--- src/rtl/core/ubxfr_pkg.sv ---
// ----------------------------------------------------------------------------
// ubxfr_pkg
// Types and constants shared by the UBX frame receiver modules.
// ----------------------------------------------------------------------------
package ubxfr_pkg;

  localparam logic [7:0] SyncFirst     = 8'hB5;
  localparam logic [7:0] SyncSecond    = 8'h62;
  localparam int unsigned FrameOverhead = 8;

  localparam logic [1:0] KindData    = 2'd0;
  localparam logic [1:0] KindGood    = 2'd1;
  localparam logic [1:0] KindBadSum  = 2'd2;
  localparam logic [1:0] KindTooLong = 2'd3;

  typedef enum logic [8:0] {
    PH_HUNT    = 9'b000000001,
    PH_SYNC2   = 9'b000000010,
    PH_CLASS   = 9'b000000100,
    PH_ID      = 9'b000001000,
    PH_LEN_LO  = 9'b000010000,
    PH_LEN_HI  = 9'b000100000,
    PH_PAYLOAD = 9'b001000000,
    PH_CK_A    = 9'b010000000,
    PH_CK_B    = 9'b100000000
  } ubxfr_phase_t;

  typedef struct packed {
    logic [1:0]  kind;
    logic [7:0]  class_code;
    logic [7:0]  msg_id;
    logic [7:0]  data_byte;
    logic [8:0]  byte_offset;
    logic [15:0] payload_length;
  } ubxfr_result_t;

endpackage

--- src/rtl/core/ubxfr_in_if.sv ---
// ----------------------------------------------------------------------------
// ubxfr_in_if
// Byte stream channel into the UBX frame receiver.
// ----------------------------------------------------------------------------
interface ubxfr_in_if;
  logic       valid;
  logic       ready;
  logic [7:0] rx_byte;

  modport source (output valid, output rx_byte, input ready);
  modport sink   (input valid, input rx_byte, output ready);
endinterface

--- src/rtl/core/ubxfr_out_if.sv ---
// ----------------------------------------------------------------------------
// ubxfr_out_if
// Result channel out of the UBX frame receiver.
// ----------------------------------------------------------------------------
interface ubxfr_out_if;
  logic        valid;
  logic        ready;
  logic [1:0]  kind;
  logic [7:0]  class_code;
  logic [7:0]  msg_id;
  logic [7:0]  data_byte;
  logic [8:0]  byte_offset;
  logic [15:0] payload_length;

  modport source (output valid, output kind, output class_code, output msg_id,
                  output data_byte, output byte_offset, output payload_length,
                  input ready);
  modport sink   (input valid, input kind, input class_code, input msg_id,
                  input data_byte, input byte_offset, input payload_length,
                  output ready);
endinterface

--- src/rtl/core/ubxfr_parse.sv ---
// ----------------------------------------------------------------------------
// ubxfr_parse
// Frame parser: sync hunt, header capture, Fletcher-8 sums, verdict.
// ----------------------------------------------------------------------------
module ubxfr_parse #(
  parameter int unsigned BUFFER_BYTES = 512
) (
  input  logic                    clk,
  input  logic                    rst_n,
  input  logic                    beat_acc,
  input  logic [7:0]              rx_byte,
  output logic                    res_valid,
  output ubxfr_pkg::ubxfr_result_t res
);

  localparam logic [16:0] LengthLimit = 17'(BUFFER_BYTES - ubxfr_pkg::FrameOverhead);

  ubxfr_pkg::ubxfr_phase_t phase_r, phase_nxt;
  logic [7:0]  class_r, class_nxt;
  logic [7:0]  id_r, id_nxt;
  logic [15:0] length_r, length_nxt;
  logic [15:0] count_r, count_nxt;
  logic [7:0]  sum_a_r, sum_a_nxt;
  logic [7:0]  sum_b_r, sum_b_nxt;
  logic [7:0]  rx_sum_a_r, rx_sum_a_nxt;
  logic [7:0]  sum_a_add;
  logic [7:0]  sum_b_add;
  logic [1:0]  kind;
  logic [7:0]  data_byte;
  logic [8:0]  byte_offset;

  assign sum_a_add = sum_a_r + rx_byte;
  assign sum_b_add = sum_b_r + sum_a_add;

  always_comb begin
    phase_nxt    = phase_r;
    class_nxt    = class_r;
    id_nxt       = id_r;
    length_nxt   = length_r;
    count_nxt    = count_r;
    sum_a_nxt    = sum_a_r;
    sum_b_nxt    = sum_b_r;
    rx_sum_a_nxt = rx_sum_a_r;
    res_valid    = 1'b0;
    kind         = ubxfr_pkg::KindData;
    data_byte    = 8'h00;
    byte_offset  = 9'd0;
    if (beat_acc) begin
      case (phase_r)
        ubxfr_pkg::PH_HUNT: begin
          if (rx_byte == ubxfr_pkg::SyncFirst) phase_nxt = ubxfr_pkg::PH_SYNC2;
        end
        ubxfr_pkg::PH_SYNC2: begin
          if (rx_byte == ubxfr_pkg::SyncSecond) begin
            sum_a_nxt = 8'h00;
            sum_b_nxt = 8'h00;
            phase_nxt = ubxfr_pkg::PH_CLASS;
          end else if (rx_byte != ubxfr_pkg::SyncFirst) begin
            phase_nxt = ubxfr_pkg::PH_HUNT;
          end
        end
        ubxfr_pkg::PH_CLASS: begin
          class_nxt = rx_byte;
          sum_a_nxt = sum_a_add;
          sum_b_nxt = sum_b_add;
          phase_nxt = ubxfr_pkg::PH_ID;
        end
        ubxfr_pkg::PH_ID: begin
          id_nxt    = rx_byte;
          sum_a_nxt = sum_a_add;
          sum_b_nxt = sum_b_add;
          phase_nxt = ubxfr_pkg::PH_LEN_LO;
        end
        ubxfr_pkg::PH_LEN_LO: begin
          length_nxt = {8'h00, rx_byte};
          sum_a_nxt  = sum_a_add;
          sum_b_nxt  = sum_b_add;
          phase_nxt  = ubxfr_pkg::PH_LEN_HI;
        end
        ubxfr_pkg::PH_LEN_HI: begin
          length_nxt = {rx_byte, length_r[7:0]};
          sum_a_nxt  = sum_a_add;
          sum_b_nxt  = sum_b_add;
          count_nxt  = 16'd0;
          if ({1'b0, length_nxt} > LengthLimit) begin
            res_valid = 1'b1;
            kind      = ubxfr_pkg::KindTooLong;
            phase_nxt = ubxfr_pkg::PH_HUNT;
          end else if (length_nxt == 16'd0) begin
            phase_nxt = ubxfr_pkg::PH_CK_A;
          end else begin
            phase_nxt = ubxfr_pkg::PH_PAYLOAD;
          end
        end
        ubxfr_pkg::PH_PAYLOAD: begin
          sum_a_nxt   = sum_a_add;
          sum_b_nxt   = sum_b_add;
          res_valid   = 1'b1;
          kind        = ubxfr_pkg::KindData;
          data_byte   = rx_byte;
          byte_offset = count_r[8:0];
          count_nxt   = count_r + 16'd1;
          if (count_nxt >= length_r) phase_nxt = ubxfr_pkg::PH_CK_A;
        end
        ubxfr_pkg::PH_CK_A: begin
          rx_sum_a_nxt = rx_byte;
          phase_nxt    = ubxfr_pkg::PH_CK_B;
        end
        ubxfr_pkg::PH_CK_B: begin
          res_valid = 1'b1;
          phase_nxt = ubxfr_pkg::PH_HUNT;
          if (rx_sum_a_r == sum_a_r && rx_byte == sum_b_r) begin
            kind = ubxfr_pkg::KindGood;
          end else begin
            kind = ubxfr_pkg::KindBadSum;
          end
        end
        default: begin
          phase_nxt = ubxfr_pkg::PH_HUNT;
        end
      endcase
    end
    res.kind           = kind;
    res.class_code     = class_nxt;
    res.msg_id         = id_nxt;
    res.data_byte      = data_byte;
    res.byte_offset    = byte_offset;
    res.payload_length = length_nxt;
  end

  always_ff @(posedge clk) begin
    if (!rst_n) begin
      phase_r <= ubxfr_pkg::PH_HUNT;
    end else begin
      phase_r <= phase_nxt;
    end
  end

  always_ff @(posedge clk) begin
    class_r    <= class_nxt;
    id_r       <= id_nxt;
    length_r   <= length_nxt;
    count_r    <= count_nxt;
    sum_a_r    <= sum_a_nxt;
    sum_b_r    <= sum_b_nxt;
    rx_sum_a_r <= rx_sum_a_nxt;
  end

endmodule

--- src/rtl/core/ubxfr_obuf.sv ---
// ----------------------------------------------------------------------------
// ubxfr_obuf
// Output register with one skid entry; lets the parser take a byte while a
// result waits downstream.
// ----------------------------------------------------------------------------
module ubxfr_obuf (
  input  logic                     clk,
  input  logic                     rst_n,
  input  logic                     push,
  input  ubxfr_pkg::ubxfr_result_t push_res,
  output logic                     space_ok,
  output logic                     out_valid,
  input  logic                     out_ready,
  output ubxfr_pkg::ubxfr_result_t out_res
);

  logic                     out_valid_r, out_valid_nxt;
  logic                     sk_valid_r, sk_valid_nxt;
  ubxfr_pkg::ubxfr_result_t out_res_r, out_res_nxt;
  ubxfr_pkg::ubxfr_result_t sk_res_r, sk_res_nxt;

  assign space_ok  = !sk_valid_r;
  assign out_valid = out_valid_r;
  assign out_res   = out_res_r;

  always_comb begin
    out_valid_nxt = out_valid_r;
    sk_valid_nxt  = sk_valid_r;
    out_res_nxt   = out_res_r;
    sk_res_nxt    = sk_res_r;
    if (!out_valid_r || out_ready) begin
      if (sk_valid_r) begin
        out_valid_nxt = 1'b1;
        out_res_nxt   = sk_res_r;
        sk_valid_nxt  = 1'b0;
      end else begin
        out_valid_nxt = push;
        out_res_nxt   = push_res;
      end
    end else if (push) begin
      sk_valid_nxt = 1'b1;
      sk_res_nxt   = push_res;
    end
  end

  always_ff @(posedge clk) begin
    if (!rst_n) begin
      out_valid_r <= 1'b0;
      sk_valid_r  <= 1'b0;
    end else begin
      out_valid_r <= out_valid_nxt;
      sk_valid_r  <= sk_valid_nxt;
    end
  end

  always_ff @(posedge clk) begin
    out_res_r <= out_res_nxt;
    sk_res_r  <= sk_res_nxt;
  end

endmodule

--- src/rtl/core/ubx_frame_receiver.sv ---
// ----------------------------------------------------------------------------
// ubx_frame_receiver
// Streaming UBX frame receiver with Fletcher-8 checksum verdict.
// ----------------------------------------------------------------------------
// Takes one received byte per cycle while the skid entry is free and gives
// at most one result beat per byte; each result beat is registered in the
// output buffer before it is offered. Payload bytes come out tagged with
// class, id and offset; a good or bad checksum verdict follows the second
// checksum byte; a length above BUFFER_BYTES - 8 gives a too-long beat and
// the parser hunts for sync again. The parser state advances once per
// accepted byte; a two-entry output buffer (output register and skid entry)
// keeps the byte stream flowing while the skid entry is free, and a stall
// that fills it holds off new bytes until the buffer drains.
module ubx_frame_receiver #(
  parameter int unsigned BUFFER_BYTES = 512
) (
  input  logic       clk,
  input  logic       rst_n,
  ubxfr_in_if.sink   in_bus,
  ubxfr_out_if.source out_bus
);

  logic                     beat_acc;
  logic                     space_ok;
  logic                     res_valid;
  ubxfr_pkg::ubxfr_result_t res;
  ubxfr_pkg::ubxfr_result_t out_res;

  assign in_bus.ready = space_ok;
  assign beat_acc     = in_bus.valid && space_ok;

  ubxfr_parse #(
    .BUFFER_BYTES(BUFFER_BYTES)
  ) u_parse (
    .clk      (clk),
    .rst_n    (rst_n),
    .beat_acc (beat_acc),
    .rx_byte  (in_bus.rx_byte),
    .res_valid(res_valid),
    .res      (res)
  );

  ubxfr_obuf u_obuf (
    .clk      (clk),
    .rst_n    (rst_n),
    .push     (res_valid),
    .push_res (res),
    .space_ok (space_ok),
    .out_valid(out_bus.valid),
    .out_ready(out_bus.ready),
    .out_res  (out_res)
  );

  assign out_bus.kind           = out_res.kind;
  assign out_bus.class_code     = out_res.class_code;
  assign out_bus.msg_id         = out_res.msg_id;
  assign out_bus.data_byte      = out_res.data_byte;
  assign out_bus.byte_offset    = out_res.byte_offset;
  assign out_bus.payload_length = out_res.payload_length;

endmodule

--- src/flat_wrapper.sv ---
// flat-port wrapper written by rule: the top's interface ports become plain ports
module ubx_frame_receiver_flat 
#(
  parameter int unsigned BUFFER_BYTES = 512
)
  (clk, rst_n, in_bus_valid, in_bus_rx_byte, in_bus_ready, out_bus_valid, out_bus_kind, out_bus_class_code, out_bus_msg_id, out_bus_data_byte, out_bus_byte_offset, out_bus_payload_length, out_bus_ready);
  ubxfr_in_if in_bus_i ();
  ubxfr_out_if out_bus_i ();
  input  logic clk;
  input  logic rst_n;
  input wire logic [$bits(in_bus_i.valid)-1:0] in_bus_valid;
  input wire logic [$bits(in_bus_i.rx_byte)-1:0] in_bus_rx_byte;
  output wire logic [$bits(in_bus_i.ready)-1:0] in_bus_ready;
  output wire logic [$bits(out_bus_i.valid)-1:0] out_bus_valid;
  output wire logic [$bits(out_bus_i.kind)-1:0] out_bus_kind;
  output wire logic [$bits(out_bus_i.class_code)-1:0] out_bus_class_code;
  output wire logic [$bits(out_bus_i.msg_id)-1:0] out_bus_msg_id;
  output wire logic [$bits(out_bus_i.data_byte)-1:0] out_bus_data_byte;
  output wire logic [$bits(out_bus_i.byte_offset)-1:0] out_bus_byte_offset;
  output wire logic [$bits(out_bus_i.payload_length)-1:0] out_bus_payload_length;
  input wire logic [$bits(out_bus_i.ready)-1:0] out_bus_ready;
  assign in_bus_i.valid = in_bus_valid;
  assign in_bus_i.rx_byte = in_bus_rx_byte;
  assign in_bus_ready = in_bus_i.ready;
  assign out_bus_valid = out_bus_i.valid;
  assign out_bus_kind = out_bus_i.kind;
  assign out_bus_class_code = out_bus_i.class_code;
  assign out_bus_msg_id = out_bus_i.msg_id;
  assign out_bus_data_byte = out_bus_i.data_byte;
  assign out_bus_byte_offset = out_bus_i.byte_offset;
  assign out_bus_payload_length = out_bus_i.payload_length;
  assign out_bus_i.ready = out_bus_ready;
  ubx_frame_receiver #(.BUFFER_BYTES(BUFFER_BYTES)) u_core (.clk(clk), .rst_n(rst_n), .in_bus(in_bus_i), .out_bus(out_bus_i));
endmodule
--- config.mk ---
export PLATFORM = sky130hd
export DESIGN_NAME = ubx_frame_receiver_flat
export DESIGN_NICKNAME = d
export VERILOG_FILES = /design/src/rtl/core/ubxfr_pkg.sv /design/src/rtl/core/ubxfr_in_if.sv /design/src/rtl/core/ubxfr_out_if.sv /design/src/rtl/core/ubxfr_parse.sv /design/src/rtl/core/ubxfr_obuf.sv /design/src/rtl/core/ubx_frame_receiver.sv /design/src/flat_wrapper.sv
export SDC_FILE = /design/constraint.sdc
export NUM_CORES = 1
export LEC_CHECK = 0
export BUFFER_PORTS_ARGS = -buffer_cell sky130_fd_sc_hd__clkbuf_2
export CELL_PAD_IN_SITES_DETAIL_PLACEMENT = 1
export CELL_PAD_IN_SITES_GLOBAL_PLACEMENT = 1
export CORE_MARGIN = 2
export CORE_UTILIZATION = 45
export DETAILED_ROUTE_END_ITERATION = 10
export PLACE_DENSITY = 0.86
export SYNTH_ARGS = -nofsm -noshare
export SYNTH_HDL_FRONTEND = slang
export SYNTH_HIERARCHICAL = 1
export SYNTH_SLANG_ARGS = --single-unit
--- constraint.sdc ---
create_clock -name clk -period 4 [get_ports clk]
set_input_delay 0.2 -clock clk [delete_from_list [all_inputs] [get_ports clk]]
set_output_delay 0.2 -clock clk [all_outputs]
set_load 0.03 [all_outputs]
==> impl_results.md, run 1 <==
- Number of flops mapped to enable cells by yosys: 142
- CP startpoint kind: flop
- Max Fclk: ~0.28 GHz
- Critical Path End Type: flop
- Hold Fails Final Rpt: 0
- Final Non-Filler Cells: 974
- Post-place setup slack: around 0.49 ns
- Maximum vdd ir drop: about 0.27 mV
- Final GP Congestion: 0.864
- Post_cts resized: 0
- Slew Viols, Final: 0
- 1st-iter DRT viols: between 400 and 500
- Slew headroom: 0.313
- Ys flop type: edfxtp_1
- Cell Area, Placed: between 9000 and 10000 um2
- RSZ-0062 raised after global routing: false
- Yosys Warn Count: 6
- FF+latch count, synth: between 150 and 200
- Via Count: around 5400
- Port Buffers: 64
- DIE HEIGHT: 144 um
- Max cap viols: 0
- Total wire length: roughly 21000 um
- Worst r2r path cells: 14
- NumNets Final: 741
- Final Skew: approximately 0.014 ns
- CTS Buffer Depth: 2
- Final period util: 0.902
- Post-synthesis cell area: approximately 8800 um2
- Top Ports: between 60 and 70
- Synth Net Count: between 600 and 700
- Total power: just over 4 mW
- Final min period: around 3.6 ns
- DR vias/cell: around 5.6
- First-pass GRT wire length: between 30000 and 40000 um
- Initial antenna violation count: 0
- CTS Root Cell: clkbuf_16
- PwrDens: 416 nW/um2
- Cell variety after synth: 58
- Core area: 19300 um2
- Vias in the first global route: approximately 5800
- Outcome: finished, final reports clean
- Initial DRT Pass Iterations: 5
- Die Area: 20700 um2
- Seq/Total Area, Yosys: 0.583
- GRT Total Usage: 0.211
- Fillers: 1943
- Antenna cell count: 0
- H-Tree Level Count: 4
- Final ANT Viol Nets: 0
- # placed instances: approximately 940
- Clock transition at path regs: about 0.08 ns
- Die width: about 140 um
- Arrival time worst endpoint: approximately 3.8 ns
- Critical Path RT: approximately 4.2 ns
- Setup repair bufs after CTS: 0
- Starting Density: 0.455
- Async set or reset register ratio after synthesis: 0
- Worst slew pin tran: between 1 and 1.5 ns
- Largest net degree at the start of global routing: 54
- CTS tree: built
- Crit path max fanout: 3
- Clock sink total: between 150 and 200
- Share of cells above drive strength 1: 0.272
- Mean post-synth cell area: 14.0 um2
- Crit Path Class: reg2reg
- Detailed-route DRC error count: 0
- # setup viols final: 0
- Setup ws final: 0.392 ns
- Pleak: about 3.8 nW
- Post-CTS Hold Buffers: 0
- Cells after Synth: about 630
- Number of buffers created by CTS: 17
- Clock latency at the later pin of the worst-skew pair: between 0.4 and 0.5 ns
- DPL Wire Length: between 10000 and 15000 um
- Synth-to-Final Area Change: 13.0%
- Hold WC Path Type: in2reg
- Fin Setup TNS: 0 ns
- Rows: 51
- WHS Path Cells: 2
- Gr ovfl total: 0
- Post-route cell area: ~9900 um2
- Per-cell routed wire length: approximately 22 um
[cells in the final DEF, fill, tap and decap left out, drive strengths merged, types with 3 or more instances in the layout]
cell,netlist,routed
nand4b,3,3
a22o,8,8
and2,33,33
a21o,3,3
o21ai,8,8
clkinv,0,7
mux2,75,75
a21boi,4,4
xor2,13,13
ha,31,31
and3,5,5
buf,21,9
nor3b,6,6
xnor2,32,32
nor3,14,14
edfxtp,142,142
nand2b,7,7
a31o,3,3
o211ai,4,4
nor2,32,32
inv,28,35
nand3,12,12
nor2b,13,13
nor4,8,8
dfxtp,43,43
clkbuf,4,81
nand4,11,11
mux2i,4,4
a21oi,18,18
nand2,23,23
[registers in the layout, summed over array words and instances (netlist names)]
register                   count
u_core/u_parse/rx_sum_a_r      8
u_core/u_obuf/sk_valid_r       1
u_core/u_parse/id_r            8
u_core/u_obuf/out_valid        1
u_core/u_parse/sum_a_r         8
u_core/u_obuf/out_res         51
u_core/u_parse/count_r        16
u_core/u_parse/sum_b_r         8
u_core/u_obuf/sk_res_r        51
u_core/u_parse/class_r         8
u_core/u_parse/phase_r         9
u_core/u_parse/length_r       16
[per-stage QoR]
step | util | hold WS, ns
2_1_floorplan | - | 0.299
3_3_place_gp | 0.481 | 0.460
3_5_place_dp | 0.481 | 0.481
4_1_cts | 0.514 | 0.177
5_1_grt | 0.514 | 0.189
6_report | 0.514 | 0.209
[cell type report]
| cell class | count | area, um2 | share of cell area |
|---|---|---|---|
| clock buffer | 17 | 425 | 0.0428 |
| clock inverter | 15 | 198 | 0.0199 |
| tap | 265 | 332 | 0.0334 |
| timing repair buffer | 73 | 388 | 0.0390 |
| sequential | 185 | 5130 | 0.516 |
| multi-input combinational | 391 | 3360 | 0.338 |
| inverter | 28 | 105 | 0.0106 |
[synthesized netlist by cell type (all sizes together) (5+ instances only)]
master  number  area, um2
nor4         8       65.1
a22o         8       70.1
edfxtp     142       4260
a21oi       18       90.1
nor2        32        128
buf         21        204
nand2       23       96.4
nand3       12       60.1
nor3        14       96.4
nand4       11       68.8
and3         5       31.3
nand2b       7       51.3
nor2b       13       81.3
dfxtp       43        861
xnor2       32        280
ha          31        388
nor3b        6       60.1
mux2        75       1030
o21ai        8       40.0
inv         28        105
and2        33        206
xor2        13        114
[layer usage]
metal	global-route usage	wire, um
met2	0.371	11100
met4	0.0888	657
met3	0.0363	850
met1	0.256	8820
met5	0	0
[cell families after synthesis]
family | after synthesis | share of synthesized area
AOI/OAI and AO/OA | 57 | 0.0445
buffers and inverters | 53 | 0.0369
and+or+nand+nor | 177 | 0.121
muxes | 79 | 0.122
adders and majority gates | 33 | 0.0487
xor gates and xnor gates | 45 | 0.0448
DFF | 185 | 0.583
[worst max-delay path, stage by stage (launching register included)]
cell and delay, ns:
edfxtp_1 0.42, ha_1 0.21, inv_1 0.08, fa_1 0.43
nor2b_1 0.15, o21ai_0 0.13, a21boi_0 0.27, o21ai_0 0.13
a21boi_0 0.24, nor2_1 0.08, ha_1 0.23, o41ai_1 0.48
xor2_1 0.24, nand2_1 0.08, nor3b_1 0.15
[where the power goes]
part / total [mW] / internal (mW) / leakage, nW / switching (mW)
Clock: 1.75 / 0.910 / 0.303 / 0.840
Combinational: 0.291 / 0.115 / 1.77 / 0.176
Sequential: 2.09 / 2.06 / 1.71 / 0.0323
[worst paths after layout]
kind	slack, ns	endpoint	from
worst max-delay path	0.39	u_core/u_parse/sum_b_r[7]	u_core/u_parse/sum_a_r[0]
worst min-delay path	0.21	u_core/u_parse/rx_sum_a_r[1]	in_bus_rx_byte[1]
worst max register to register	0.39	u_core/u_parse/sum_b_r[7]	u_core/u_parse/sum_a_r[0]
worst min register to register	0.50	u_core/u_parse/id_r[0]	u_core/u_parse/id_r[0]
(Power assumes the default switching activity.)
==> run 2: changes to the inputs <==
--- a/config.mk
+++ b/config.mk
@@ -9,9 +9,10 @@
 export CELL_PAD_IN_SITES_DETAIL_PLACEMENT = 1
 export CELL_PAD_IN_SITES_GLOBAL_PLACEMENT = 1
 export CORE_MARGIN = 2
-export CORE_UTILIZATION = 45
+export CORE_UTILIZATION = 50
+export CTS_CLUSTER_SIZE = 16
 export DETAILED_ROUTE_END_ITERATION = 10
-export PLACE_DENSITY = 0.86
+export PLACE_DENSITY_LB_ADDON = 0.15
 export SYNTH_ARGS = -nofsm -noshare
 export SYNTH_HDL_FRONTEND = slang
 export SYNTH_HIERARCHICAL = 1
==> constraint.sdc (replaced) <==
create_clock -name clk -period 4.57 [get_ports clk]
set_input_delay 0.2285 -clock clk [delete_from_list [all_inputs] [get_ports clk]]
set_output_delay 0.2285 -clock clk [all_outputs]
set_load 0.03 [all_outputs]
==> run 2 against run 1 <==
Against the previous run: combinational power fell by 15%; critical path depth did not move; final cell count decreased by 4.4%; worst setup slack gained 0.80 ns; non-clock buffer count decreased by 3; fmax is 6.9% higher; sequential cell count is the same; global-route usage up 0.19 points; clock power decreased by 16%; first-iteration DRC count down 45%; power down 14%; critical path type unchanged; largest power group unchanged.
==> impl_results.md, run 2 (synthesized netlist as in run 1, its figures left out) <==
- Detailed-route DRC error count: 0
- Final GP Congestion: around 0.83
- Initial DRT Pass Iterations: 4
- CTS Buffer Depth: 2
- Share of cells above drive strength 1: 0.265
- Final Non-Filler Cells: just over 900
- Antenna cell count: 0
- Number of buffers created by CTS: 17
- Post-place setup slack: 1.00 ns
- Gr ovfl total: 0
- # setup viols final: 0
- Vias in the first global route: 5380
- Setup repair bufs after CTS: 0
- Per-cell routed wire length: roughly 20 um
- Die Area: approximately 19000 um2
- First-pass GRT wire length: between 20000 and 30000 um
- Largest net degree at the start of global routing: 55
- Max cap viols: 0
- Port Buffers: 64
- Slew headroom: 0.345
- Rows: 48
- Final period util: 0.739
- Min-delay src: in_bus_rx_byte[1]
- Initial antenna violation count: 0
- CTS Root Cell: clkbuf_16
- Post_cts resized: 0
- GRT Total Usage: 0.213
- Crit Path Class: reg2reg
- Synth-to-Final Area Change: 11.9%
- Clock latency at the later pin of the worst-skew pair: 0.43 ns
- Critical Path RT: a little under 5 ns
- Post-CTS Hold Buffers: 0
- Maximum vdd ir drop: 0.276 mV
- Slew Viols, Final: 0
- Outcome: finished, final reports clean
- DPL Wire Length: roughly 13000 um
- Final Skew: 0.0152 ns
- Crit path max fanout: 3
- CP startpoint kind: flop
- Hold Fails Final Rpt: 0
- CTS tree: built
- PwrDens: ~360 nW/um2
- Hold WC Path Type: in2reg
- Clock transition at path regs: roughly 0.080 ns
- Worst reg2reg startpoint: u_core/u_parse/sum_a_r[0]
- Fin Setup TNS: 0 ns
- DR vias/cell: 5.55
- Clock sink total: 185
- Final ANT Viol Nets: 0
- Total wire length: 19100 um
- Critical Path End Type: flop
- Via Count: around 5200
- Arrival time worst endpoint: between 3 and 4 ns
- Setup ws final: ~1.2 ns
- RSZ-0062 raised after global routing: false
- Crit. Startpoint: u_core/u_parse/sum_a_r[0]
- # placed instances: 899
- Final min period: between 3 and 4 ns
- NumNets Final: roughly 740
- Die width: approximately 140 um
- Top Ports: 65
- Final Core Density: 0.571
- Core area: ~17000 um2
- Commonest cells after routing, fill and taps aside: edfxtp_1, clkbuf_2, mux2_4
- DIE HEIGHT: 137 um
- H-Tree Level Count: 4
- Pleak: ~3.7 nW
- Starting Density: 0.510
- 1st-iter DRT viols: roughly 240
- Max Fclk: between 0.2 and 0.3 GHz
- Commonest non-fill, non-tap cell in the layout: edfxtp_1
- Worst slew pin tran: 0.983 ns
-- run 2: final cells by class --
type / instances / area [um2]
inverter: 28 / 105
timing repair buffer: 70 / 378
fill: 1698 / 7400
clock inverter: 13 / 159
sequential: 185 / 5130
tap: 225 / 282
clock buffer: 19 / 433
multi-input combinational: 391 / 3350
-- run 2: power by group --
part           switching [mW]  total (mW)  internal [mW]  leakage [nW]
Clock                   0.653        1.47          0.821         0.280
Combinational           0.150       0.248         0.0982          1.75
Sequential             0.0281        1.83           1.80          1.71
Total                   0.830        3.55           2.72          3.74
-- run 2: worst paths after layout --
path / cells past startpoint / slack, ns / endpoint
hold reg to reg: 1 / 0.50 / u_core/u_parse/class_r[1]
setup reg to reg: 14 / 1.19 / u_core/u_parse/sum_b_r[7]
setup / recovery: 14 / 1.19 / u_core/u_parse/sum_b_r[7]
hold / removal: 1 / 0.24 / u_core/u_parse/rx_sum_a_r[1]
-- run 2: worst max-delay path, stage by stage, from the launching register on --
cell      delay, ns
edfxtp_1       0.37
ha_1           0.18
inv_1          0.06
fa_1           0.41
nor2b_1        0.12
o21ai_0        0.11
a21boi_0       0.25
o21ai_0        0.13
a21boi_0       0.28
nor2_1         0.09
ha_1           0.22
o41ai_1        0.43
xor2_1         0.23
nor2_1         0.06
nor3b_1        0.24
-- run 2: routing by layer --
layer,vias to the layer above,wire length (um),track usage
met4,0,325,0.0718
li1,2432,-,-
met1,2589,8730,0.285
met5,-,0,0
met3,29,692,0.0359
met2,120,9340,0.354
-- run 2: per-stage QoR --
step,power [mW],hold WS (ns),area (um2)
3_3_place_gp,2.09,0.465,9250
6_report,3.55,0.240,9840
3_5_place_dp,2.11,0.478,9250
2_1_floorplan,2.05,0.327,8790
5_1_grt,3.67,0.237,9840
4_1_cts,3.57,0.226,9840
==> run 3: changes to the inputs <==
==> constraint.sdc (replaced) <==
create_clock -name clk -period 3.4 [get_ports clk]
set_input_delay 0.17 -clock clk [delete_from_list [all_inputs] [get_ports clk]]
set_output_delay 0.17 -clock clk [all_outputs]
set_load 0.03 [all_outputs]
==> run 3 against run 2 <==
Against the previous run: core utilization rose by 0.40 points; sequential cell count did not move; sequential share of layout area fell by 0.36 points; cell area rose by 0.70%; via count rose by 2.2%; die area did not move; power rose by 34%; non-clock buffer count rose by 9.
==> impl_results.md, run 3 (synthesized netlist as in run 1, its figures left out) <==
- Outcome: finished, final reports clean
- Rows: 48
- Initial antenna violation count: 0
- Slew headroom: 0.320
- Antenna cell count: 0
- DPL Wire Length: 13200 um
- RSZ-0062 raised after global routing: true
- Worst reg2reg startpoint: u_core/u_parse/count_r[0]
- Synth-to-Final Area Change: 12.7%
- Setup repair bufs after CTS: 0
- Final GP Congestion: about 0.84
- WHS Path Cells: 2
- Starting Density: 0.510
- Post_cts resized: 0
- Pleak: 3.79 nW
- Gr ovfl total: 0
- Initial DRT Pass Iterations: 4
- Max cap viols: 0
- 1st-iter DRT viols: 276
- Critical Path RT: around 3.7 ns
- NumNets Final: between 700 and 800
- Max Fclk: 0.314 GHz
- Worst slew pin tran: about 1.0 ns
- Cell mode on critical path: ha_1
- Hold Fails Final Rpt: 0
- Share of cells above drive strength 1: 0.281
- Die Area: roughly 19000 um2
- Number of buffers created by CTS: 17
- Worst Path Buf+Inv: 0
- Port Buffers: 64
- Clock share of power: 0.409
- Crit path max-delay family: simple AND/OR/NAND/NOR gates
- DIE HEIGHT: ~140 um
- Vias in the first global route: 5703
- Post-CTS Hold Buffers: 0
- Crit path cell chain: ha_1, and3_1, nand4_1, nor2_2, and4_1, xor2_1, ha_1, a21o_1, a21oi_1, o211ai_1, nand2_4, mux2_4
- Via Count: between 5000 and 6000
- Maximum vdd ir drop: between 0.3 and 0.4 mV
- CP startpoint kind: flop
- Top Ports: 65
- First-pass GRT wire length: 31500 um
- Final Skew: 0.0154 ns
- P_sw: between 1 and 1.5 mW
- Internal: roughly 3.6 mW
- H-Tree Level Count: 4
- Final min period: around 3.2 ns
- CTS Buffer Depth: 2
- Detailed-route DRC error count: 0
- CTS Root Cell: clkbuf_16
- Logic pwr share: 0.076
- Critical Path Slowest Stage Cell: edfxtp_1
- Hold WC Path Type: in2reg
- Min-delay src: in_bus_rx_byte[1]
- Fillers: between 1500 and 2000
- Final ANT Viol Nets: 0
- Clock latency at the later pin of the worst-skew pair: 0.44 ns
- Sw Ratio: 0.252
- Setup slack on the worst flop-to-flop path: approximately 0.22 ns
- Per-cell routed wire length: roughly 21 um
- Die width: 137 um
- Critical Path End Type: flop
- Final period util: 0.936
- DR vias/cell: 5.62
- Largest net degree at the start of global routing: 53
- Critical path depth: 12
- Crit. Startpoint: u_core/u_parse/count_r[0]
- Crit path max fanout: 8
- Max stage delay on crit path: ~0.45 ns
- # setup viols final: 0
- Crit Path Class: reg2reg
- Share of total power in sequential cells: 0.515
- CTS tree: built
- Total power: around 4.8 mW
- Arrival time worst endpoint: about 3.5 ns
- Worst r2r path cells: 12
- Total wire length: 20000 um
- Reg2reg end: u_core/u_parse/phase_r[0]
- PwrDens: 480 nW/um2
- GRT Total Usage: 0.226
- Core area: around 17000 um2
- Slew Viols, Final: 0
- Hold Crit Endpoint: u_core/u_parse/rx_sum_a_r[1]
- Clock transition at path regs: approximately 0.07 ns
- Commonest cells after routing, fill and taps aside: edfxtp_1, clkbuf_2, mux2_4
- Clock sink total: 185
- Commonest non-fill, non-tap cell in the layout: edfxtp_1
- Final Core Density: 0.575
[run 3: cell type report]
cell class                 count  area [um2]  area share
sequential                   185        5130       0.518
multi-input combinational    391        3370       0.341
timing repair buffer          79         445      0.0450
clock buffer                  19         443      0.0447
tap                          225         282      0.0284
clock inverter                13         130      0.0131
inverter                      28         105      0.0106
[run 3: worst max-delay path by stage]
stage	endpoint	slack [ns]
2_1_floorplan	u_core/u_obuf/sk_res_r[0]	0.05
3_3_place_gp	u_core/u_parse/sum_b_r[7]	0.24
3_5_place_dp	u_core/u_parse/sum_b_r[7]	0.05
4_1_cts	u_core/u_parse/sum_b_r[7]	0.02
5_1_grt	u_core/u_parse/sum_b_r[7]	-0.03
6_report	u_core/u_parse/phase_r[0]	0.22
[run 3: power groups by stage]
stage | Clock, mW | Combinational [mW] | Sequential [mW]
after floorplan | 0 | 0.263 | 2.49
after CTS | 1.98 | 0.354 | 2.45
after global routing | 2.05 | 0.389 | 2.45
final | 1.94 | 0.362 | 2.45
after global placement | 0 | 0.330 | 2.50
after detailed placement | 0 | 0.352 | 2.50
[run 3: metal layers]
metal,vias to the layer above,track usage,part of all wire,routed length (um)
met1,2709,0.283,0.44,8820
met4,0,0.0822,0.017,336
met3,25,0.0426,0.029,579
li1,2445,-,-,-
met5,-,0,0,0
met2,104,0.392,0.51,10300
[run 3: per-stage QoR]
stage	std cells	setup TNS [ns]	hold slack [ns]	cell area [um2]	setup WS (ns)
after floorplan	629	0	0.269	8800	0.0454
after global routing	940	-0.0283	0.164	9910	-0.0283
after global placement	908	0	0.463	9320	0.244
final	940	0	0.168	9910	0.219
after CTS	940	0	0.152	9890	0.0238
after detailed placement	908	0	0.478	9320	0.0458
